`config.mk`:
```
export PLATFORM = sky130hd
export DESIGN_NAME = wear_level_ring_store_top_flat
export DESIGN_NICKNAME = d
export VERILOG_FILES = /design/src/design/wlrs_pkg.sv /design/src/design/wlrs_req_if.sv /design/src/design/wlrs_rsp_if.sv /design/src/design/wlrs_ram.sv /design/src/design/wlrs_store.sv /design/src/design/wlrs_ctrl.sv /design/src/design/wear_level_ring_store_top.sv /design/src/flat_wrapper.sv
export VERILOG_INCLUDE_DIRS = /design/src /design/src/design
export SDC_FILE = /design/constraint.sdc
export NUM_CORES = 1
export LEC_CHECK = 0
export CAP_MARGIN = 20
export CELL_PAD_IN_SITES_DETAIL_PLACEMENT = 0
export CELL_PAD_IN_SITES_GLOBAL_PLACEMENT = 1
export CORE_ASPECT_RATIO = 1.25
export CORE_MARGIN = 1.5
export CORE_UTILIZATION = 56
export CTS_CLUSTER_SIZE = 40
export DETAILED_ROUTE_END_ITERATION = 7
export DONT_BUFFER_PORTS = 1
export GPL_TIMING_DRIVEN = 0
export PLACE_DENSITY = 0.84
export RECOVER_POWER = 100
export REMOVE_ABC_BUFFERS = 1
export SYNTH_ARGS = -nofsm -noshare
export SYNTH_HDL_FRONTEND = slang
export SYNTH_SLANG_ARGS = --single-unit
```
`constraint.sdc`:
```
create_clock -name clk -period 5.4 [get_ports clk]
set_input_delay 0.27 -clock clk [delete_from_list [all_inputs] [get_ports clk]]
set_output_delay 0.27 -clock clk [all_outputs]
set_load 0.01 [all_outputs]
```
`src/design/wear_level_ring_store_top_macros.svh`:
```
// assertion macros for the wear-levelled ring store
// used by modules that check their own control logic; needs clk and rst_n in scope
`ifndef WEAR_LEVEL_RING_STORE_TOP_MACROS_SVH
`define WEAR_LEVEL_RING_STORE_TOP_MACROS_SVH

// same-cycle implication
`define WLRS_ASSERT_IMP(lbl, ante, cons, msg) \
    lbl: assert property (@(posedge clk) disable iff (!rst_n) (ante) |-> (cons)) \
        else $error(msg);

// next-cycle implication
`define WLRS_ASSERT_NXT(lbl, ante, cons, msg) \
    lbl: assert property (@(posedge clk) disable iff (!rst_n) (ante) |=> (cons)) \
        else $error(msg);

`endif

```
`src/design/wlrs_pkg.sv`:
```
// shared constants, types and helpers for the wear-levelled ring store
// no dependencies
package wlrs_pkg;

    localparam int DEPTH       = 16;
    localparam int DATA_WIDTH  = 32;
    localparam int STATUS_W    = 8;
    localparam int CFG_W       = 5;
    localparam int IN_DATA_W   = 32;
    localparam int OUT_DATA_W  = 32;
    localparam int OUT_SLOT_W  = 4;
    localparam int SLOT_W      = $clog2(DEPTH);
    localparam int CNT_W       = $clog2(DEPTH + 1);
    localparam int SLOTS_RESET = 16;

    localparam logic CMD_WRITE = 1'b0;
    localparam logic CMD_READ  = 1'b1;

    typedef logic [SLOT_W-1:0]     slot_t;
    typedef logic [CNT_W-1:0]      cnt_t;
    typedef logic [STATUS_W-1:0]   status_t;
    typedef logic [DATA_WIDTH-1:0] word_t;
    typedef logic [CFG_W-1:0]      cfg_t;
    typedef logic [IN_DATA_W-1:0]  in_data_t;
    typedef logic [OUT_DATA_W-1:0] out_data_t;
    typedef logic [OUT_SLOT_W-1:0] out_slot_t;

    // memory requests from the sequencer to the ring store
    typedef struct packed {
        logic    st_re;
        slot_t   st_raddr;
        logic    dt_re;
        slot_t   dt_raddr;
        logic    we;
        slot_t   waddr;
        status_t wstatus;
        word_t   wdata;
    } mem_req_t;

    // zero counts as one, anything past the built depth saturates
    function automatic cnt_t active_slots(input cfg_t cfg);
        cnt_t n;
        if (cfg == '0)
        begin
            n = cnt_t'(1);
        end
        else if (int'(cfg) > DEPTH)
        begin
            n = cnt_t'(DEPTH);
        end
        else
        begin
            n = cnt_t'(cfg);
        end
        return n;
    endfunction

endpackage

```
`src/design/wlrs_req_if.sv`:
```
// request channel of the ring store: valid/ready plus command and write word
// uses wlrs_pkg
interface wlrs_req_if;
    logic                valid;
    logic                ready;
    logic                cmd;
    wlrs_pkg::in_data_t  write_data;

    modport source (output valid, output cmd, output write_data, input ready);
    modport sink   (input valid, input cmd, input write_data, output ready);
endinterface

```
`src/design/wlrs_rsp_if.sv`:
```
// response channel of the ring store: valid/ready plus read word and slot
// uses wlrs_pkg
interface wlrs_rsp_if;
    logic                 valid;
    logic                 ready;
    wlrs_pkg::out_data_t  read_data;
    wlrs_pkg::out_slot_t  slot;

    modport source (output valid, output read_data, output slot, input ready);
    modport sink   (input valid, input read_data, input slot, output ready);
endinterface

```
`src/design/wlrs_ram.sv`:
```
// generic simple dual-port ram: one write port, one registered read port
// no dependencies
module wlrs_ram #(
    parameter int WIDTH = 8,
    parameter int DEPTH = 16
) (
    input  logic                     clk,
    input  logic                     we,
    input  logic [$clog2(DEPTH)-1:0] waddr,
    input  logic [WIDTH-1:0]         wdata,
    input  logic                     re,
    input  logic [$clog2(DEPTH)-1:0] raddr,
    output logic [WIDTH-1:0]         rdata
);

    logic [WIDTH-1:0] mem [DEPTH];
    logic [WIDTH-1:0] rdata_reg;

    always_ff @(posedge clk)
    begin
        if (we)
        begin
            mem[waddr] <= wdata;
        end
        if (re)
        begin
            rdata_reg <= mem[raddr];
        end
    end

    assign rdata = rdata_reg;

endmodule

```
`src/design/wlrs_store.sv`:
```
// status ring and data ring with per-slot valid bits; unwritten slots read as zero
// depends on wlrs_pkg and wlrs_ram
module wlrs_store (
    input  logic                clk,
    input  logic                rst_n,
    input  wlrs_pkg::mem_req_t  req,
    output wlrs_pkg::status_t   st_q,
    output wlrs_pkg::word_t     dt_q
);

    logic [wlrs_pkg::DEPTH-1:0] valid_reg;
    logic [wlrs_pkg::DEPTH-1:0] valid_next;
    logic                       st_vld_reg;
    logic                       dt_vld_reg;
    wlrs_pkg::status_t          st_raw;
    wlrs_pkg::word_t            dt_raw;

    wlrs_ram #(
        .WIDTH (wlrs_pkg::STATUS_W),
        .DEPTH (wlrs_pkg::DEPTH)
    ) u_status_ram (
        .clk   (clk),
        .we    (req.we),
        .waddr (req.waddr),
        .wdata (req.wstatus),
        .re    (req.st_re),
        .raddr (req.st_raddr),
        .rdata (st_raw)
    );

    wlrs_ram #(
        .WIDTH (wlrs_pkg::DATA_WIDTH),
        .DEPTH (wlrs_pkg::DEPTH)
    ) u_data_ram (
        .clk   (clk),
        .we    (req.we),
        .waddr (req.waddr),
        .wdata (req.wdata),
        .re    (req.dt_re),
        .raddr (req.dt_raddr),
        .rdata (dt_raw)
    );

    always_comb
    begin
        valid_next = valid_reg;
        if (req.we)
        begin
            valid_next[req.waddr] = 1'b1;
        end
    end

    // valid flag is sampled alongside the ram read so it lines up with the data
    always_ff @(posedge clk or negedge rst_n)
    begin
        if (!rst_n)
        begin
            valid_reg  <= '0;
            st_vld_reg <= 1'b0;
            dt_vld_reg <= 1'b0;
        end
        else
        begin
            valid_reg <= valid_next;
            if (req.st_re)
            begin
                st_vld_reg <= valid_reg[req.st_raddr];
            end
            if (req.dt_re)
            begin
                dt_vld_reg <= valid_reg[req.dt_raddr];
            end
        end
    end

    assign st_q = st_vld_reg ? st_raw : '0;
    assign dt_q = dt_vld_reg ? dt_raw : '0;

endmodule

```
`src/design/wlrs_ctrl.sv`:
```
// request sequencer: scans the status ring, writes or reads the slot, holds the result
// depends on wlrs_pkg, the channel interfaces and the assertion macros
`include "wear_level_ring_store_top_macros.svh"

module wlrs_ctrl (
    input  logic                clk,
    input  logic                rst_n,
    wlrs_req_if.sink            req,
    wlrs_rsp_if.source          rsp,
    input  wlrs_pkg::cnt_t      n_slots,
    output wlrs_pkg::mem_req_t  mem,
    input  wlrs_pkg::status_t   st_q,
    input  wlrs_pkg::word_t     dt_q
);

    localparam logic [2:0] ST_IDLE  = 3'd0;
    localparam logic [2:0] ST_FIRST = 3'd1;
    localparam logic [2:0] ST_SCAN  = 3'd2;
    localparam logic [2:0] ST_FIN   = 3'd3;
    localparam logic [2:0] ST_RDAT  = 3'd4;
    localparam logic [2:0] ST_DONE  = 3'd5;

    logic [2:0]            state_reg,  state_next;
    logic                  cmd_reg,    cmd_next;
    wlrs_pkg::word_t       wdata_reg,  wdata_next;
    wlrs_pkg::cnt_t        n_reg,      n_next;
    wlrs_pkg::slot_t       idx_reg,    idx_next;
    wlrs_pkg::status_t     prev_reg,   prev_next;
    wlrs_pkg::slot_t       ws_reg,     ws_next;
    wlrs_pkg::slot_t       ps_reg,     ps_next;
    wlrs_pkg::status_t     psval_reg,  psval_next;
    wlrs_pkg::out_data_t   res_data_reg, res_data_next;
    wlrs_pkg::out_slot_t   res_slot_reg, res_slot_next;
    logic                  out_vld_reg, out_vld_next;
    wlrs_pkg::out_data_t   out_data_reg, out_data_next;
    wlrs_pkg::out_slot_t   out_slot_reg, out_slot_next;

    logic                  accept;
    wlrs_pkg::slot_t       last_slot;
    wlrs_pkg::status_t     expect_st;

    assign req.ready = (state_reg == ST_IDLE);
    assign accept    = req.valid && req.ready;
    assign last_slot = wlrs_pkg::slot_t'(n_reg - 1'b1);
    assign expect_st = wlrs_pkg::status_t'(prev_reg + 1'b1);

    always_comb
    begin
        state_next    = state_reg;
        cmd_next      = cmd_reg;
        wdata_next    = wdata_reg;
        n_next        = n_reg;
        idx_next      = idx_reg;
        prev_next     = prev_reg;
        ws_next       = ws_reg;
        ps_next       = ps_reg;
        psval_next    = psval_reg;
        res_data_next = res_data_reg;
        res_slot_next = res_slot_reg;
        out_vld_next  = out_vld_reg;
        out_data_next = out_data_reg;
        out_slot_next = out_slot_reg;
        mem           = '0;

        if (rsp.valid && rsp.ready)
        begin
            out_vld_next = 1'b0;
        end

        unique case (state_reg)
            ST_IDLE:
            begin
                if (accept)
                begin
                    cmd_next     = req.cmd;
                    wdata_next   = wlrs_pkg::word_t'(req.write_data);
                    n_next       = n_slots;
                    // predecessor of slot 0 is the last slot in use
                    mem.st_re    = 1'b1;
                    mem.st_raddr = wlrs_pkg::slot_t'(n_slots - 1'b1);
                    state_next   = ST_FIRST;
                end
            end
            ST_FIRST:
            begin
                prev_next    = st_q;
                idx_next     = '0;
                mem.st_re    = 1'b1;
                mem.st_raddr = '0;
                state_next   = ST_SCAN;
            end
            ST_SCAN:
            begin
                if (st_q != expect_st)
                begin
                    ws_next    = idx_reg;
                    ps_next    = (idx_reg == '0) ? last_slot
                                 : wlrs_pkg::slot_t'(idx_reg - 1'b1);
                    psval_next = prev_reg;
                    state_next = ST_FIN;
                end
                else if (idx_reg == last_slot)
                begin
                    // whole ring continues the sequence: fall back to slot 0
                    ws_next    = '0;
                    ps_next    = last_slot;
                    psval_next = st_q;
                    state_next = ST_FIN;
                end
                else
                begin
                    prev_next    = st_q;
                    idx_next     = wlrs_pkg::slot_t'(idx_reg + 1'b1);
                    mem.st_re    = 1'b1;
                    mem.st_raddr = wlrs_pkg::slot_t'(idx_reg + 1'b1);
                end
            end
            ST_FIN:
            begin
                if (cmd_reg == wlrs_pkg::CMD_WRITE)
                begin
                    mem.we        = 1'b1;
                    mem.waddr     = ws_reg;
                    mem.wstatus   = wlrs_pkg::status_t'(psval_reg + 1'b1);
                    mem.wdata     = wdata_reg;
                    res_data_next = '0;
                    res_slot_next = wlrs_pkg::out_slot_t'(ws_reg);
                    state_next    = ST_DONE;
                end
                else
                begin
                    mem.dt_re    = 1'b1;
                    mem.dt_raddr = ps_reg;
                    state_next   = ST_RDAT;
                end
            end
            ST_RDAT:
            begin
                res_data_next = wlrs_pkg::out_data_t'(dt_q);
                res_slot_next = wlrs_pkg::out_slot_t'(ps_reg);
                state_next    = ST_DONE;
            end
            ST_DONE:
            begin
                // wait for the output register to drain
                if (!out_vld_reg || rsp.ready)
                begin
                    out_vld_next  = 1'b1;
                    out_data_next = res_data_reg;
                    out_slot_next = res_slot_reg;
                    state_next    = ST_IDLE;
                end
            end
            default:
            begin
                state_next = ST_IDLE;
            end
        endcase
    end

    always_ff @(posedge clk or negedge rst_n)
    begin
        if (!rst_n)
        begin
            state_reg   <= ST_IDLE;
            out_vld_reg <= 1'b0;
        end
        else
        begin
            state_reg   <= state_next;
            out_vld_reg <= out_vld_next;
        end
    end

    always_ff @(posedge clk)
    begin
        cmd_reg      <= cmd_next;
        wdata_reg    <= wdata_next;
        n_reg        <= n_next;
        idx_reg      <= idx_next;
        prev_reg     <= prev_next;
        ws_reg       <= ws_next;
        ps_reg       <= ps_next;
        psval_reg    <= psval_next;
        res_data_reg <= res_data_next;
        res_slot_reg <= res_slot_next;
        out_data_reg <= out_data_next;
        out_slot_reg <= out_slot_next;
    end

    assign rsp.valid     = out_vld_reg;
    assign rsp.read_data = out_data_reg;
    assign rsp.slot      = out_slot_reg;

    `WLRS_ASSERT_IMP(a_write_only_at_fin, mem.we, (state_reg == ST_FIN) && (cmd_reg == wlrs_pkg::CMD_WRITE), "ring write outside the write step")
    `WLRS_ASSERT_IMP(a_scan_in_range, state_reg == ST_SCAN, idx_reg < n_reg, "scan index past the slots in use")
    `WLRS_ASSERT_IMP(a_slots_in_range, state_reg == ST_FIN, (ws_reg < n_reg) && (ps_reg < n_reg), "chosen slot past the slots in use")
    `WLRS_ASSERT_NXT(a_accept_starts_scan, accept, (state_reg == ST_FIRST) && !mem.we, "accepted request did not start a scan")

endmodule

```
`src/design/wear_level_ring_store_top.sv`:
```
// Wear-levelled ring store: a ring of data words with a parallel ring of status
// bytes, kept in on-chip ram and cleared at reset through per-slot valid bits.
// Channels: req (cmd, write_data) and rsp (read_data, slot), valid/ready each;
// a transfer happens on a clock edge with valid and ready both high.
// cfg_we/cfg_data write slots_in_use (reset 16, zero acts as one, saturates at 16).
// Write it only while no request is in flight.
// Every request scans the status ring from slot 0 for the first break in the
// plus-one sequence, reading one status byte per cycle from the status ram.
// One request is handled at a time.
// req.ready is high only when the sequencer is idle. The result sits in an
// output register, so a new request is taken while rsp is stalled; that
// request finishes its ring update and then waits until the register drains.
// Reset empties both rings and the output register at once.
// depends on wlrs_pkg, wlrs_req_if, wlrs_rsp_if, wlrs_store and wlrs_ctrl
module wear_level_ring_store_top (
    input  logic              clk,
    input  logic              rst_n,
    input  logic              cfg_we,
    input  wlrs_pkg::cfg_t    cfg_data,
    wlrs_req_if.sink          req,
    wlrs_rsp_if.source        rsp
);

    wlrs_pkg::cfg_t      slots_reg;
    wlrs_pkg::cnt_t      n_slots;
    wlrs_pkg::mem_req_t  mem;
    wlrs_pkg::status_t   st_q;
    wlrs_pkg::word_t     dt_q;

    always_ff @(posedge clk or negedge rst_n)
    begin
        if (!rst_n)
        begin
            slots_reg <= wlrs_pkg::cfg_t'(wlrs_pkg::SLOTS_RESET);
        end
        else if (cfg_we)
        begin
            slots_reg <= cfg_data;
        end
    end

    assign n_slots = wlrs_pkg::active_slots(slots_reg);

    wlrs_store u_store (
        .clk   (clk),
        .rst_n (rst_n),
        .req   (mem),
        .st_q  (st_q),
        .dt_q  (dt_q)
    );

    wlrs_ctrl u_ctrl (
        .clk     (clk),
        .rst_n   (rst_n),
        .req     (req),
        .rsp     (rsp),
        .n_slots (n_slots),
        .mem     (mem),
        .st_q    (st_q),
        .dt_q    (dt_q)
    );

endmodule
```
`src/flat_wrapper.sv`:
```
// flat-port wrapper written by rule: the top's interface ports become plain ports
module wear_level_ring_store_top_flat 
  (clk, rst_n, cfg_we, cfg_data, req_valid, req_cmd, req_write_data, req_ready, rsp_valid, rsp_read_data, rsp_slot, rsp_ready);
  wlrs_req_if req_i ();
  wlrs_rsp_if rsp_i ();
  input  logic clk;
  input  logic rst_n;
  input  logic cfg_we;
  input  wlrs_pkg::cfg_t cfg_data;
  input wire logic [$bits(req_i.valid)-1:0] req_valid;
  input wire logic [$bits(req_i.cmd)-1:0] req_cmd;
  input wire logic [$bits(req_i.write_data)-1:0] req_write_data;
  output wire logic [$bits(req_i.ready)-1:0] req_ready;
  output wire logic [$bits(rsp_i.valid)-1:0] rsp_valid;
  output wire logic [$bits(rsp_i.read_data)-1:0] rsp_read_data;
  output wire logic [$bits(rsp_i.slot)-1:0] rsp_slot;
  input wire logic [$bits(rsp_i.ready)-1:0] rsp_ready;
  assign req_i.valid = req_valid;
  assign req_i.cmd = req_cmd;
  assign req_i.write_data = req_write_data;
  assign req_ready = req_i.ready;
  assign rsp_valid = rsp_i.valid;
  assign rsp_read_data = rsp_i.read_data;
  assign rsp_slot = rsp_i.slot;
  assign rsp_i.ready = rsp_ready;
  wear_level_ring_store_top u_core (.clk(clk), .rst_n(rst_n), .cfg_we(cfg_we), .cfg_data(cfg_data), .req(req_i), .rsp(rsp_i));
endmodule
```
== Word-level counts from Yosys, hierarchy flattened ==
Memory sizes are Yosys's and may differ from the RTL's. A register that Yosys moved wholly into a read port is not among the register bits.
Cells that the tools add are included.
W data, S select, Z words.

* $add $sub $neg: 6
* Bitwise gates (word level): 1
* Equality and inequality tests: 13
* $lt $le $gt $ge: 5
* Divide/modulo/power cells: 0
* Shift operators: 0
* $mul: 0
* Muxes and demuxes: 45
* Reduce and logical (&&, ||, !) cells: 17

{| class="wikitable"
|+ Operators with widths
! cell !! count
|-
| $mux W32 || 2
|-
| $pmux W32 S2 || 1
|-
| $mux W50 || 1
|-
| $mux W45 || 1
|-
| $mux W4 || 10
|-
| $mux W8 || 5
|-
| $mux W5 || 4
|-
| $pmux W3 S6 || 1
|-
| $add A8 B1 Y8 const B || 2
|-
| $or A16 B16 Y16 || 1
|-
| $pmux W4 S2 || 2
|-
| $pmux W8 S2 || 1
|-
| $lt A4 B5 Y1 const B || 3
|-
| $pmux W5 S3 || 1
|-
| $mux W3 || 4
|-
| $sub A4 B1 Y4 const B || 3
|-
| $mux W1 || 9
|-
| $bmux W1 S4 || 2
|-
| $ne A2 B2 Y1 const B || 4
|-
| $ne A8 B8 Y1 || 1
|-
| $reduce_and A2 Y1 || 4
|-
| $eq A3 B2 Y1 const B || 2
|-
| $eq A3 B3 Y1 const B || 2
|-
| $reduce_and A3 Y1 || 2
|-
| other kinds (15) || 19
|}

* ROM bits: 0
* RAM bits: 640
* Word-level logic and storage cells: 107
* Memories kept: 2
* Bits of input ports: 43
* Flip-flop bits (word level): 164
* Bits in latches: 0
* Output and inout port bits: 38

{| class="wikitable"
|+ Memories
! name !! depth !! bits a word !! read ports !! clocked after memory_dff !! write ports !! RTL line !! source
|-
| u_core.u_store.u_data_ram.mem || 16 || 32 || 1 || 1 || 1 || wlrs_ram.sv:16 || <nowiki>logic [WIDTH-1:0] mem [DEPTH];</nowiki>
|-
| u_core.u_store.u_status_ram.mem || 16 || 8 || 1 || 1 || 1 || wlrs_ram.sv:16 ||
|}

== Longest topological paths before layout ==
* Word-level depth: 8
* Mapped depth: 13
* Mapped depth without buffers: 10

== Hierarchy ==
Synthesis repeated with hierarchy kept, for this count alone.

* Cells, all modules: 1584
* Area, all modules: 32692.6 um^2

{| class="wikitable"
|+ Modules (own cells, without submodules)
! module !! instances !! seq. area each (um^2) !! cells each !! area an instance (um^2)
|-
| wlrs_ram at u_core.u_store.u_data_ram || 1 || 16335.7 || 838 || 20155.6
|-
| wlrs_ctrl || 1 || 4214.0 || 392 || 5888.1
|-
| wlrs_ram at u_core.u_store.u_status_ram || 1 || 4083.9 || 229 || 5227.5
|-
| wlrs_store || 1 || 450.4 || 107 || 1203.7
|-
| wear_level_ring_store_top || 1 || 126.4 || 18 || 217.7
|}

== Least setup slack after synthesis ==
OpenSTA, ideal clock, no wires.

* Path type: register to register
* Start: register u_core.u_ctrl.state_reg[2]
* End: memory u_core.u_store.u_data_ram.mem[0][0] (netlist name) (enable)
* Buffers on the path: 2
* Library setup time: 0.488 ns
* Stages on the path, launching flop included: 8
* Required time: 4.912 ns
* Setup slack: 0.782 ns
* Arrival time: 4.130 ns
* Period minus slack after synthesis: 4.618 ns
* Cells stage by stage: dfrtp_1 -> clkbuf_1 -> inv_1 -> and3_1 -> nand2b_1 -> clkbuf_1 -> or3_1 -> nor3_1

* Longest elaborated chain between the ends: 4

{| class="wikitable"
|+ Ends and longest elaborated chain
! element !! RTL line !! source
|-
| from (decl) || wlrs_ctrl.sv:23 || <nowiki>logic [2:0] state_reg, state_next;</nowiki>
|-
| from (signal assigned) || wlrs_ctrl.sv:170 || <nowiki>state_reg <= state_next;</nowiki>
|-
| $eq A3 B2 Y1 (*) || wlrs_ctrl.sv:70 || <nowiki>unique case (state_reg)</nowiki>
|-
| $mux W50 (*) || wlrs_ctrl.sv:70 ||
|-
| $mux W1 || wlrs_ram.sv:21 || <nowiki>if (we)</nowiki>
|-
| $mux W1 (implied by the code) || wlrs_ram.sv:23 || <nowiki>mem[waddr] <= wdata;</nowiki>
|-
| to (decl) || wlrs_ram.sv:16 ||
|}

Mark *: on every way between the ends. The rest lies on a longest branch, timed or not.

== Worst setup path after layout ==
* Start: register u_core.u_ctrl.state_reg[0]
* End: memory u_core.u_store.u_status_ram.mem[60][0] (netlist: u_core.u_store.u_status_ram.mem[15][0]) (enable)

* Longest elaborated chain between the ends: 4

{| class="wikitable"
|+ Ends and longest elaborated chain
! element !! RTL line
|-
| $eq A3 B2 Y1 (*) || wlrs_ctrl.sv:70
|-
| $mux W50 (*) || wlrs_ctrl.sv:70
|-
| $mux W1 || wlrs_ram.sv:21
|-
| $mux W1 (implied by the code) || wlrs_ram.sv:23
|-
| to (decl) || wlrs_ram.sv:16
|}

Marks and branches as above.

==> flow_metrics.tcl <==
set metrics [dict create \
    clk_pin_slew_ns 0.07 \
    drive_gt1_frac 0.212 \
    ys_warn_count 0 \
    finalPower_mw 16.2 \
    period_needed_ns 4.99 \
    post-place-ws_ns 0.715 \
    final_nets 1824 \
    violations "max-capacitance violations, max-slew violations" \
    cts-buffers-inserted 79 \
    clock_latency_ns 0.63 \
    place_area_sq_um 35000 \
    syn_to_final_growth_pct 14.1 \
    synth_area_leaders "edfxtp_1, mux4_2, mux2i_1" \
    rsz0062_at_grt "false" \
    drcViolationCount 0 \
    fin_crit_sh 0.925 \
    p_per_area_nw_per_um2 433 \
    max_freq_mhz 200 \
    grt_pass1_wl_microns 106000 \
    dp.cells 2396 \
    drt_pass1_iterations 6 \
    fp-row-count 98 \
    overflow 0 \
    crit_path_start_kind "flop" \
    detailedPlacementHpwl_microns 42600 \
    chipHeight_microns 273 \
    drv_slew 319 \
    synth_top_family_by_area "multiplexers" \
    ys_async_sr_fraction 0.0320 \
    ys_ff_latch 844 \
    cts.path.max_buffers 3 \
    antenna_left 0 \
    reg2reg_slack_ns 0.41 \
    final_common_cell "edfxtp_1" \
    post_drt_wl_per_cell_microns 27.8 \
    yosys_most_used_dff "edfxtp_1" \
    grtUsageTotal 0.246 \
    synth_fa_ha_area_frac 0.00229 \
    synth_xor_area_frac 0.00664 \
    grtUsageMet2 0.418 \
    num_vias 16247 \
    leakage_nw 12.8 \
    stdcell_count 2585 \
    syn_inst 1648 \
    slew_headroom -1.19 \
    maxCapViolCount 18 \
    hold_violations 0 \
    setup_violations 0 \
    grt_pass1_vias 16438 \
    largest_reg_flops 512 \
    critical_path_class "flop to flop" \
    fin_skew_ns 0.0193 \
    mostFrequentLayoutCells "edfxtp_1, mux4_2, mux2i_1" \
    fill_cells 3663 \
    ios 81 \
    drt_wl_total_microns 71800 \
    synth-simple-area-share 0.0439 \
    hold_class "primary input to flop" \
    synth_cell_types 58 \
    synthMuxAreaShare 0.144 \
    portBuffers 0 \
    synth-compound-area-share 0.0209 \
    post-cts-setup-buffers 0 \
    die_w_microns 219 \
    coreArea_sq_um 57500 \
    hold_depth 2 \
    antenna_found_initial 2 \
    initial_core_util 0.570 \
    cts_sinks 844 \
    regMostFlops "u_core.u_store.u_data_ram.mem" \
    ys_seq_area_frac 0.769 \
    peakVddDrop_mv 0.270 \
    place.gp.congestion 0.797 \
    cts_root_buffer "clkbuf_16" \
    grt_busiest_layer "met2" \
    fin_setup_tns_ns 0 \
    avgViaCountPerCell 6.29 \
    syn_area_sq_um 32800 \
    reg_top3 "u_core.u_store.u_data_ram.mem (512), u_core.u_store.u_status_ram.mem (128)" \
    end_kind "flop" \
    final_core_util 0.650 \
    htree_levels 3 \
    met3_usage 0.0374 \
    stdcell_area_sq_um 37400 \
    grt_max_degree 59 \
    avgSynthCellArea_sq_um 19.9 \
    hold_slack_ns 0.121 \
    worst_slew_pin_slew_ns 3.25 \
    synth_top_area_share 0.749 \
    cp_max_fo 22 \
    required_ns 5.70 \
    synth-edff-count 817 \
    cp.arrival_ns 5.30 \
    met1_usage 0.321 \
    drt_iter0_markers 1691 \
    cts_tree "built" \
    status "finished, violations left" \
    worst-r2r-cell-count 7 \
    yosys.area.top_type "edfxtp_1" \
    die-area_sq_um 60000 \
    setup_ws_ns 0.407 \
]
where the power goes:
| group | internal [mW] | switching, mW |
|---|---|---|
| combinational | 1.15 | 1.48 |
| clock | 3.03 | 2.32 |
| sequential | 7.86 | 0.360 |
| total | 12.0 | 4.16 |
critical path, stage by stage (launching register included):
cell and delay [ns]:
dfrtp_1 0.58, nand3_1 0.16, nor2_1 1.41, buf_12 0.31, nand3_1 0.20, nor2_1 0.99, clkbuf_2 0.71, buf_12 0.27
worst paths after layout:
check / end / start
max: u_core.u_store.u_status_ram.mem[15][0] / u_core.u_ctrl.state_reg[0]
max in group asynchronous: u_core.u_store.dt_vld_reg / rst_n
min in group asynchronous: u_core.u_ctrl.state_reg[2] / rst_n
max reg2reg: u_core.u_store.u_status_ram.mem[15][0] / u_core.u_ctrl.state_reg[0]
min: u_core.u_store.u_status_ram.rdata[7] / req_valid
min reg2reg: u_core.u_ctrl.rsp.read_data[2] / u_core.u_ctrl.res_data_reg[2]
synth_stat cells, drive strengths merged (15+ instances only):
cell    count
or2        16
edfxtp    817
dfrtp      26
and2       45
mux4      131
mux2i      99
buf        31
o21ai      61
clkbuf     51
mux2       68
nand3      44
inv        16
nor2       40
and3       36
xnor2      15
nand2      56
repair_timing:
item | 4_1_cts | 5_1_grt
hold endpoints to repair | 67 | 0
gates resized for setup | 0 | 0
hold buffers | 47 | 0
routing by layer:
| layer | share of wire | vias to the layer above | routed length (microns) |
|---|---|---|---|
| li1 | - | 6885 | - |
| met2 | 0.53 | 750 | 37700 |
| met4 | 0.026 | 0 | 1840 |
| met1 | 0.38 | 8481 | 27100 |
| met3 | 0.071 | 131 | 5070 |
| met5 | 0 | - | 0 |
cell families (layout without fill, tap and decap cells):
logic type | Yosys count | after routing
flip-flops | 844 | 844
multiplexers | 298 | 298
other | 0 | 1
buffers and inverters | 98 | 284
XOR/XNOR | 24 | 24
AND/OR/NAND/NOR | 272 | 272
AO/OA/AOI/OAI | 106 | 106
adder cells (fa/ha/maj) | 6 | 6
cell type report:
class	count	area (sq um)	share of cell area
antenna	1	2.50	0.0000669
clock buffer	91	2060	0.0552
clock inverter	49	417	0.0111
inverter	16	61.3	0.00164
multi-input combinational	706	7160	0.191
sequential	844	25200	0.674
tap	750	938	0.0251
timing repair buffer	128	1550	0.0414
No activity file was read; power rests on OpenSTA's default activity.
